[config.mk]
export PLATFORM = sky130hd
export DESIGN_NAME = best_fit_block_allocator
export DESIGN_NICKNAME = d
export VERILOG_FILES = /design/src/hw/rtl/bfba_pkg.sv /design/src/hw/rtl/best_fit_block_allocator.sv /design/src/hw/rtl/bfba_cell.sv
export SDC_FILE = /design/constraint.sdc
export NUM_CORES = 2
export LEC_CHECK = 0
export BUFFER_PORTS_ARGS = -buffer_cell sky130_fd_sc_hd__buf_2
export CORE_ASPECT_RATIO = 1.5
export CORE_MARGIN = 5
export CORE_UTILIZATION = 45
export CTS_CLUSTER_DIAMETER = 100
export DETAILED_ROUTE_END_ITERATION = 16
export PLACE_DENSITY_LB_ADDON = 0.15
export SYNTH_ARGS = -nofsm -noshare
export SYNTH_HDL_FRONTEND = slang
export SYNTH_SLANG_ARGS = --single-unit
[constraint.sdc]
create_clock -name clk -period 8.6 [get_ports clk]
set_clock_uncertainty 0.2 [all_clocks]
set_input_delay 0.86 -clock clk [delete_from_list [all_inputs] [get_ports clk]]
set_output_delay 0.86 -clock clk [all_outputs]
set_load 0.02 [all_outputs]
[src/hw/rtl/bfba_pkg.sv]
// Types, constants and state codes shared by the best-fit allocator modules.
`timescale 1ns / 1ps

package bfba_pkg;

	// Table geometry
	localparam int NUM_BLOCKS = 16;
	localparam int SIZE_BITS  = 16;
	localparam int IDX_W      = (NUM_BLOCKS > 1) ? $clog2(NUM_BLOCKS) : 1;

	// Fixed field widths of the item ports
	localparam int SLOT_W  = 4;
	localparam int VAL_W   = 16;
	localparam int COUNT_W = 5;

	// Width used to compare a cell index against the block count and a slot against the table size
	localparam int CMP_W = ((IDX_W + 1) > COUNT_W) ? (IDX_W + 1) : COUNT_W;

	// Request type codes
	localparam logic REQ_LOAD  = 1'b0;
	localparam logic REQ_ALLOC = 1'b1;

	typedef struct packed {
		logic              req_type;
		logic [SLOT_W-1:0] block_slot;
		logic [VAL_W-1:0]  size_value;
	} req_item_t;

	typedef struct packed {
		logic              granted;
		logic [SLOT_W-1:0] chosen_block;
		logic [VAL_W-1:0]  size_before;
		logic [VAL_W-1:0]  size_after;
	} rsp_item_t;

	// Table write broadcast to all cells
	typedef struct packed {
		logic                 en;
		logic [IDX_W-1:0]     idx;
		logic [SIZE_BITS-1:0] data;
	} wr_t;

	// Scan record handed from cell to cell
	typedef struct packed {
		logic                 active;
		logic                 found;
		logic [IDX_W-1:0]     best_idx;
		logic [SIZE_BITS-1:0] best_size;
		logic [SIZE_BITS-1:0] req_size;
		logic [COUNT_W-1:0]   limit;
	} scan_t;

	typedef enum logic [1:0] {
		ST_IDLE,
		ST_SCAN,
		ST_DONE
	} state_t;

endpackage

[src/hw/rtl/best_fit_block_allocator.sv]
// Best-fit block allocator: top level with the cell chain, control and result register.
//
//  channel | direction | handshake               | payload
//  --------+-----------+-------------------------+--------------------------
//  req     | in        | req_valid / req_stall   | req_item_t (type, slot, size)
//  rsp     | out       | rsp_valid / rsp_stall   | rsp_item_t (grant, block, sizes)
//  cfg     | in        | cfg_wr_en               | cfg_wr_data (block count)
//
// A load writes the entry at the transfer and registers the echo.
// An allocate walks the scan record down the chain of cells one entry per cycle, then
// captures the winner and, once the result register is free, writes back and registers the result.
// One item is in work at a time; a result waiting under rsp_stall holds back the next one.
// Reset clears the table to zero and the block count to zero.
`timescale 1ns / 1ps

module best_fit_block_allocator (
	input  logic                               clk,
	input  logic                               arst_n,
	input  logic                               req_valid,
	output logic                               req_stall,
	input  bfba_pkg::req_item_t                req,
	output logic                               rsp_valid,
	input  logic                               rsp_stall,
	output bfba_pkg::rsp_item_t                rsp,
	input  logic                               cfg_wr_en,
	input  logic [bfba_pkg::COUNT_W-1:0]       cfg_wr_data
);
	import bfba_pkg::*;

	state_t               state_q;
	state_t               state_nxt;
	logic [COUNT_W-1:0]   block_count_q;
	scan_t                scan_head;
	scan_t                scan_chain [0:NUM_BLOCKS];
	wr_t                  wr;
	logic                 req_xfer;
	logic                 out_free;
	logic                 slot_ok;
	logic                 done_go;
	logic [SIZE_BITS-1:0] req_size;
	logic [SIZE_BITS-1:0] req_q;
	logic                 res_found_q;
	logic [IDX_W-1:0]     res_idx_q;
	logic [SIZE_BITS-1:0] res_before_q;
	logic [SIZE_BITS-1:0] res_after;
	logic                 rsp_valid_q;
	rsp_item_t            rsp_q;

	// Configuration register
	always_ff @(posedge clk or negedge arst_n) begin
		if (!arst_n) begin
			block_count_q <= '0;
		end else if (cfg_wr_en) begin
			block_count_q <= cfg_wr_data;
		end
	end

	// Handshake terms
	always_comb begin
		out_free = !rsp_valid_q || !rsp_stall;
		req_xfer = req_valid && !req_stall;
		req_size = SIZE_BITS'(req.size_value);
		slot_ok  = (CMP_W'(req.block_slot) < CMP_W'(NUM_BLOCKS));
		done_go  = (state_q == ST_DONE) && out_free;
		res_after = res_before_q - req_q;
	end

	// Next state
	always_comb begin
		state_nxt = state_q;
		unique case (state_q)
			ST_IDLE: begin
				if (req_xfer && (req.req_type == REQ_ALLOC)) begin
					state_nxt = ST_SCAN;
				end
			end
			ST_SCAN: begin
				if (scan_chain[NUM_BLOCKS].active) begin
					state_nxt = ST_DONE;
				end
			end
			ST_DONE: begin
				if (out_free) begin
					state_nxt = ST_IDLE;
				end
			end
			default: state_nxt = ST_IDLE;
		endcase
	end

	always_ff @(posedge clk or negedge arst_n) begin
		if (!arst_n) begin
			state_q <= ST_IDLE;
		end else begin
			state_q <= state_nxt;
		end
	end

	// Control outputs: stall, scan launch and table write
	always_comb begin
		req_stall = (state_q != ST_IDLE) || !out_free;

		scan_head          = '0;
		scan_head.active   = req_xfer && (req.req_type == REQ_ALLOC);
		scan_head.req_size = req_size;
		scan_head.limit    = block_count_q;

		wr = '0;
		if (req_xfer && (req.req_type == REQ_LOAD) && slot_ok) begin
			wr.en   = 1'b1;
			wr.idx  = IDX_W'(req.block_slot);
			wr.data = req_size;
		end else if (done_go && res_found_q) begin
			wr.en   = 1'b1;
			wr.idx  = res_idx_q;
			wr.data = res_after;
		end
	end

	assign scan_chain[0] = scan_head;

	// Chain of cells, one per table entry
	for (genvar g = 0; g < NUM_BLOCKS; g++) begin : g_cell
		bfba_cell u_cell (
			.clk      (clk),
			.arst_n   (arst_n),
			.cell_idx (IDX_W'(g)),
			.wr       (wr),
			.scan_in  (scan_chain[g]),
			.scan_out (scan_chain[g+1])
		);
	end

	// Request size and scan winner
	always_ff @(posedge clk) begin
		if (req_xfer) begin
			req_q <= req_size;
		end
		if ((state_q == ST_SCAN) && scan_chain[NUM_BLOCKS].active) begin
			res_found_q  <= scan_chain[NUM_BLOCKS].found;
			res_idx_q    <= scan_chain[NUM_BLOCKS].best_idx;
			res_before_q <= scan_chain[NUM_BLOCKS].best_size;
		end
	end

	// Result register valid
	always_ff @(posedge clk or negedge arst_n) begin
		if (!arst_n) begin
			rsp_valid_q <= 1'b0;
		end else if ((req_xfer && (req.req_type == REQ_LOAD)) || done_go) begin
			rsp_valid_q <= 1'b1;
		end else if (!rsp_stall) begin
			rsp_valid_q <= 1'b0;
		end
	end

	// Result register payload
	always_ff @(posedge clk) begin
		if (req_xfer && (req.req_type == REQ_LOAD)) begin
			rsp_q.granted      <= 1'b0;
			rsp_q.chosen_block <= req.block_slot;
			rsp_q.size_before  <= slot_ok ? VAL_W'(req_size) : '0;
			rsp_q.size_after   <= slot_ok ? VAL_W'(req_size) : '0;
		end else if (done_go) begin
			if (res_found_q) begin
				rsp_q.granted      <= 1'b1;
				rsp_q.chosen_block <= SLOT_W'(res_idx_q);
				rsp_q.size_before  <= VAL_W'(res_before_q);
				rsp_q.size_after   <= VAL_W'(res_after);
			end else begin
				rsp_q <= '0;
			end
		end
	end

	assign rsp_valid = rsp_valid_q;
	assign rsp       = rsp_q;

endmodule

[src/hw/rtl/bfba_cell.sv]
// One table entry of the allocator with its stage of the best-fit scan chain.
`timescale 1ns / 1ps

module bfba_cell (
	input  logic                              clk,
	input  logic                              arst_n,
	input  logic [bfba_pkg::IDX_W-1:0]        cell_idx,
	input  bfba_pkg::wr_t                     wr,
	input  bfba_pkg::scan_t                   scan_in,
	output bfba_pkg::scan_t                   scan_out
);
	import bfba_pkg::*;

	logic [SIZE_BITS-1:0] entry_q;
	scan_t                scan_q;
	logic                 in_range;
	logic                 fits;
	logic                 better;
	logic                 take;

	// Entry storage, written by loads and by grant updates
	always_ff @(posedge clk or negedge arst_n) begin
		if (!arst_n) begin
			entry_q <= '0;
		end else if (wr.en && (wr.idx == cell_idx)) begin
			entry_q <= wr.data;
		end
	end

	// Does this entry beat the best candidate seen so far
	always_comb begin
		in_range = CMP_W'(cell_idx) < CMP_W'(scan_in.limit);
		fits     = entry_q >= scan_in.req_size;
		better   = !scan_in.found || (entry_q < scan_in.best_size);
		take     = scan_in.active && in_range && fits && better;
	end

	// Pass the scan record on to the next cell
	always_ff @(posedge clk or negedge arst_n) begin
		if (!arst_n) begin
			scan_q <= '0;
		end else begin
			scan_q <= scan_in;
			if (take) begin
				scan_q.found     <= 1'b1;
				scan_q.best_idx  <= cell_idx;
				scan_q.best_size <= entry_q;
			end
		end
	end

	assign scan_out = scan_q;

endmodule

# Yosys cells after proc, flatten, opt, wreduce, memory -nomap -nowiden
# Index checks and enable logic that the tools add are counted.
[word_totals]
ff_bits = 1005
[classes]
n_addsub = 1
magnitude_cmp = 47
eq_ne = 21
n_mux = 27
n_bitwise = 1
reduce_logical = 111
[op_table]
columns = ["cell", "count"]
rows = [
  ["2-to-1 mux 21 bit", 18],
  [">= comparator 16 bit", 16],
  ["< comparator 16 bit", 15],
  ["2-to-1 mux 36 bit", 2],
  ["logical AND 1 bit", 69],
  ["< comparator 4 x 5 -> 1 bit, first input constant", 8],
  ["2-to-1 mux 37 bit", 1],
  ["== test 4 bit, second input constant", 8],
  ["< comparator 3 x 5 -> 1 bit, first input constant", 4],
  ["zero test 1 bit", 19],
  ["logical OR 1 bit", 18],
  ["== test 4 x 3 -> 1 bit, second input constant", 4],
  ["subtractor 16 bit", 1],
  ["< comparator 1 x 5 -> 1 bit, first input constant", 2],
  ["< comparator 2 x 5 -> 1 bit, first input constant", 2],
  ["== test 4 x 2 -> 1 bit, second input constant", 2],
  ["2-to-1 mux 2 bit", 3],
  ["inequality test 2 x 1 -> 1 bit, second input constant", 3],
  ["case mux 2 bit (3 select lines)", 1],
  ["== test 4 x 1 -> 1 bit, second input constant", 1],
  ["zero test 4 bit", 1],
  ["nonzero test 2 bit", 2],
  ["AND reduction 3 bit", 1],
  ["== test 2 x 1 -> 1 bit, second input constant", 1],
  ["other kinds (5)", 6],
]

# Depth between registers and ports, before layout
[depth]
ltp_word = 10
mapped_depth = 12

# Cells and area by module
# Synthesis repeated with hierarchy kept, for this count alone.
[hier_totals]
cells_unflattened = 3932
area_unflattened_um2 = 50357.0
[modules_own_cells]
columns = ["mod", "n_inst", "cells_each", "area_per_inst_um2", "seq_area_each_um2"]
rows = [
  ["bfba_cell", 16, 227, 2909.0, 1476.4],
  ["best_fit_block_allocator", 1, 300, 3812.4, 2412.3],
]

# Least setup slack after synthesis
# No wires, ideal clock.
[synth_path]
kind = "input to register"
start = "input port req_valid"
end = "register g_cell[14].u_cell.entry_q[2]"
setup_ps = 83
arrival_time_ps = 3223
required_ps = 8317
setup_slack_ps = 5094
stages = 7
path_buffers = 2
cell_sequence = "nor2b_1 o21ai_1 inv_2 clkbuf_1 nand2_1 clkbuf_1 o21ai_0"
[synth_between]
elab_chain_len = 5
[synth_lines]
columns = ["element", "line_no", "rtl"]
rows = [
  ["from (decl)", "best_fit_block_allocator.sv:19", "input logic req_valid,"],
  ["logical AND 1 bit (*)", "best_fit_block_allocator.sv:61", "req_xfer = req_valid && !req_stall;"],
  ["logical AND 1 bit (*)", "best_fit_block_allocator.sv:109", "if (req_xfer && (req.req_type == REQ_LOAD) && slot_ok) begin"],
  ["2-to-1 mux 21 bit (*)", "best_fit_block_allocator.sv:109", ""],
  ["== test 4 bit", "bfba_cell.sv:25", "end else if (wr.en && (wr.idx == cell_idx)) begin"],
  ["logical AND 1 bit", "bfba_cell.sv:25", ""],
  ["to (signal assigned)", "bfba_cell.sv:26", "entry_q <= wr.data;"],
  ["to (decl)", "bfba_cell.sv:14", "logic [SIZE_BITS-1:0] entry_q;"],
]
# Mark *: on every way between the ends. The rest lies on a longest branch, timed or not.
# A chain may end at the register's enable or synchronous reset.

# Final worst setup path
[layout_path]
start = "register state_q[1]"
end = "register g_cell[4].u_cell.entry_q[3]"
[layout_between]
elab_chain_len = 8
[layout_lines]
columns = ["element", "line_no", "rtl"]
rows = [
  ["from (decl)", "best_fit_block_allocator.sv:30", "state_t state_q;"],
  ["from (signal assigned)", "best_fit_block_allocator.sv:95", "state_q <= state_nxt;"],
  ["nonzero test 2 bit", "best_fit_block_allocator.sv:101", "req_stall = (state_q != ST_IDLE) || !out_free;"],
  ["logical OR 1 bit", "best_fit_block_allocator.sv:101", ""],
  ["zero test 1 bit", "best_fit_block_allocator.sv:61", ""],
  ["logical AND 1 bit", "best_fit_block_allocator.sv:61", ""],
  ["logical AND 1 bit", "best_fit_block_allocator.sv:109", ""],
  ["2-to-1 mux 21 bit (*)", "best_fit_block_allocator.sv:109", ""],
  ["== test 4 x 3 -> 1 bit", "bfba_cell.sv:25", ""],
  ["logical AND 1 bit", "bfba_cell.sv:25", ""],
  ["to (signal assigned)", "bfba_cell.sv:26", ""],
  ["to (decl)", "bfba_cell.sv:14", ""],
]
# Marks and branches as above.

==> flow_metrics.py <==
metrics = {
    "timing": {
        "finalHoldViolCount": 0,
        "tightestPinTransition_ns": 1.18,
        "tns_ns": 0,
        "setup_viol_count_final": 0,
        "maxSlewHeadroom": 0.210,
        "finalCritPeriodShare": 0.468,
        "fmax_mhz": 248,
        "rsz0062_at_grt": "false",
        "finalMaxSlewViolations": 0,
        "fin_crit_ns": 4.03,
    },
    "hold_path": {
        "hold_end": "g_cell[5].u_cell.scan_out[0]",
        "hold_depth": 0,
        "worst_hold_path_type": "flip-flop to flip-flop",
        "hp-start": "g_cell[4].u_cell.scan_out[0]",
    },
    "synth": {
        "async_reset_ff_frac": 0.925,
        "synth_fp_nets": 4434,
        "ys_top_cells_by_count": "912 x dfrtp_1, 520 x inv_1, 496 x ha_1",
        "yosysTopAreaCell": "dfrtp_1",
        "ys_ff_latch": 986,
        "avgSynthCellArea_um2": 11.5,
        "syn_inst": 3906,
        "synth.area.top_cells": "dfrtp_1 51%, ha_1 14%, mux2_2 5.3%",
        "yosys_most_used_dff": "dfrtp_1",
        "seq_area_frac_synth": 0.557,
        "synth-edff-count": 73,
        "post-synth-top-count-cell": "dfrtp_1",
        "ys_warn_count": 0,
        "synth_area_um2": 45000,
        "synth.distinct_cells": 90,
        "yosysTopAreaCellShare": 0.508,
    },
    "floorplanning": {
        "io_pins": 70,
        "core_um2": 99500,
        "die_area_um2": 106000,
        "die_w_um": 268,
        "fp.dieH_um": 397,
        "core.rowCount": 142,
        "start_util": 0.452,
    },
    "pwr": {
        "ir_drop_uv": 199,
        "p_leak_nw": 24.6,
        "powerDensity_nw_per_um2": 256,
        "power_mw": 12.8,
    },
    "layout": {
        "fin_nets": 4532,
        "area_delta_synth_final_pct": 11.4,
        "drive_gt1_frac": 0.135,
        "nFillCells": 8863,
        "fin_area_um2": 50100,
    },
    "clocking": {
        "path_clk_slew_ns": 0.06,
        "cts_root_buf": "clkbuf_16",
        "cts_max_path_buffers": 3,
        "cts_tree": "yes",
        "worstSkewPairLatency_ns": 0.68,
        "clock_sink_count": 986,
        "htreeDepth": 3,
        "cts_buffers": 96,
        "postCtsSetupRepairBufs": 0,
    },
    "global_routing": {
        "antenna_found_initial": 7,
        "grt_pass1_vias": 29700,
        "grt_first_pass_wirelength_mm": 181,
        "grt_usage": 0.226,
        "grt_overflow_total": 0,
        "grt_start_max_net_pins": 162,
    },
    "placed_design": {
        "placed_area_um2": 46700,
        "numPortBuffers": 69,
        "hpwl_mm": 88.7,
        "gp_congestion": 0.869,
    },
    "routing": {
        "vias": 28200,
        "post_drt_wl_per_cell_um": 21.9,
        "wl_mm": 118,
        "drtAntennaViolNets": 0,
        "drc": 0,
        "via_per_inst": 5.24,
        "drtIter0Drc": 1417,
        "firstDrtPassIters": 5,
    },
    "worst_setup_path": {
        "arrival_ns": 4.39,
        "critPathLaunchType": "flip-flop",
        "critPathCaptureType": "flip-flop",
        "reg2reg_setup_slack_ns": 4.57,
        "r2r-start": "state_q[1]",
        "crit_type": "flip-flop to flip-flop",
        "cp.required_ns": 8.97,
        "crit_fanout": 26,
        "timing.rr.end": "g_cell[4].u_cell.entry_q[3]",
        "reg2reg_depth": 6,
    },
    "status": {
        "outcome": "complete, no violations",
    },
    "flow_run": {
        "drv_cap": 0,
    },
}
-- where the power goes --
group          total, mW  internal (mW)  leakage (nW)  switching (mW)
Combinational       2.55           1.04          10.5            1.51
Clock               4.45           2.63          1.64            1.82
Sequential          5.80           5.30          12.5           0.500
Total               12.8           8.96          24.6            3.84
-- layer usage --
| metal | share of wire | routed length (µm) | global-route usage | vias to the layer above |
|---|---|---|---|---|
| met2 | 0.55 | 64300 | 0.425 | 453 |
| met5 | 0.00036 | 42 | 0 | - |
| met1 | 0.37 | 43000 | 0.249 | 14000 |
| li1 | - | - | - | 13600 |
| met3 | 0.033 | 3930 | 0.0265 | 226 |
| met4 | 0.055 | 6430 | 0.110 | 6 |
-- flip-flops by register name (all words and copies together), names as in the netlist --
signal and count:
rsp_valid 1, g_cell.u_cell.scan_out 648, req_q 16, res_found_q 1, res_before_q 16, state_q 2, res_idx_q 4, g_cell.u_cell.entry_q 256
block_count_q 5, rsp 37
-- critical path: stages, from the launching register on --
cell,delay [ns]
dfrtp_1,0.44
a211oi_2,0.08
nand2_2,0.39
and2_1,0.86
a41oi_2,0.56
nor3_4,1.09
mux2i_1,0.28
-- layout make-up --
type | count | area, µm² | share of cell area
Inverter | 522 | 1960 | 0.0391
Multi-Input combinational cell | 2301 | 17500 | 0.350
Timing Repair Buffer | 97 | 618 | 0.0123
Clock buffer | 128 | 2740 | 0.0546
Sequential cell | 986 | 25000 | 0.500
Tap cell | 1296 | 1620 | 0.0324
Antenna cell | 3 | 7.51 | 0.000150
Clock inverter | 47 | 596 | 0.0119
-- worst max path at each step --
stage	startpoint	slack (ns)	depth (start not counted)	end
after global placement	req_valid	4.01	7	g_cell[4].u_cell.entry_q[4]
final	state_q[1]	4.57	6	g_cell[4].u_cell.entry_q[3]
after detailed placement	req_valid	3.99	7	g_cell[4].u_cell.entry_q[3]
after global routing	state_q[0]	4.31	6	g_cell[12].u_cell.entry_q[13]
after floorplan	req_valid	5.09	7	g_cell[14].u_cell.entry_q[2]
after CTS	rsp_valid	4.59	6	g_cell[4].u_cell.entry_q[3]
-- stage by stage --
step	cells	hold WS, ns	setup WS, ns	utilization
detailed placement	5201	0.135	3.99	0.470
global route	5377	0.134	4.31	0.503
global placement	5201	0.133	4.01	0.470
CTS	5377	0.106	4.59	0.503
floorplan	3906	0.131	5.09	-
finish	5380	0.143	4.57	0.504
-- kinds of logic after synthesis --
group	Yosys count	synth area share
flip-flops	986	0.557
AND/OR/NAND/NOR	782	0.0810
AO/OA/AOI/OAI	752	0.102
buffers and inverters	619	0.0547
adder cells (fa/ha/maj)	497	0.138
multiplexers	257	0.0643
XOR/XNOR	13	0.00253
-- cells in the final DEF (no fill, tap or decap), types with 10 or more instances in the layout --
| cell type | n |
|---|---|
| nand4_1 | 44 |
| nand2b_1 | 50 |
| buf_2 | 68 |
| mux2i_1 | 26 |
| buf_4 | 23 |
| or3_1 | 14 |
| a21oi_1 | 211 |
| nor4_1 | 12 |
| clkbuf_8 | 15 |
| nand3_1 | 32 |
| a2111oi_0 | 23 |
| nand2_1 | 353 |
| nor3_1 | 21 |
| and2_1 | 32 |
| o21ai_1 | 27 |
| a31oi_1 | 21 |
| mux2_2 | 213 |
| mux2_1 | 10 |
| a21o_1 | 50 |
| nor2b_1 | 14 |
| o21a_1 | 13 |
| edfxtp_1 | 73 |
| clkinv_2 | 18 |
| bufinv_16 | 13 |
| a211oi_1 | 30 |
| ha_1 | 496 |
| o211ai_1 | 15 |
| o21ai_0 | 253 |
| nor2_1 | 143 |
| clkbuf_16 | 99 |
| dfrtp_1 | 912 |
| inv_1 | 520 |
| clkbuf_1 | 14 |
| or2_2 | 33 |
| a211o_1 | 12 |
-- timing repair --
item,CTS,global route
hold endpoints to repair,72,0
hold buffers,1,0
gates resized for setup,0,0
Note: power is estimated with default switching activity, not from simulation.
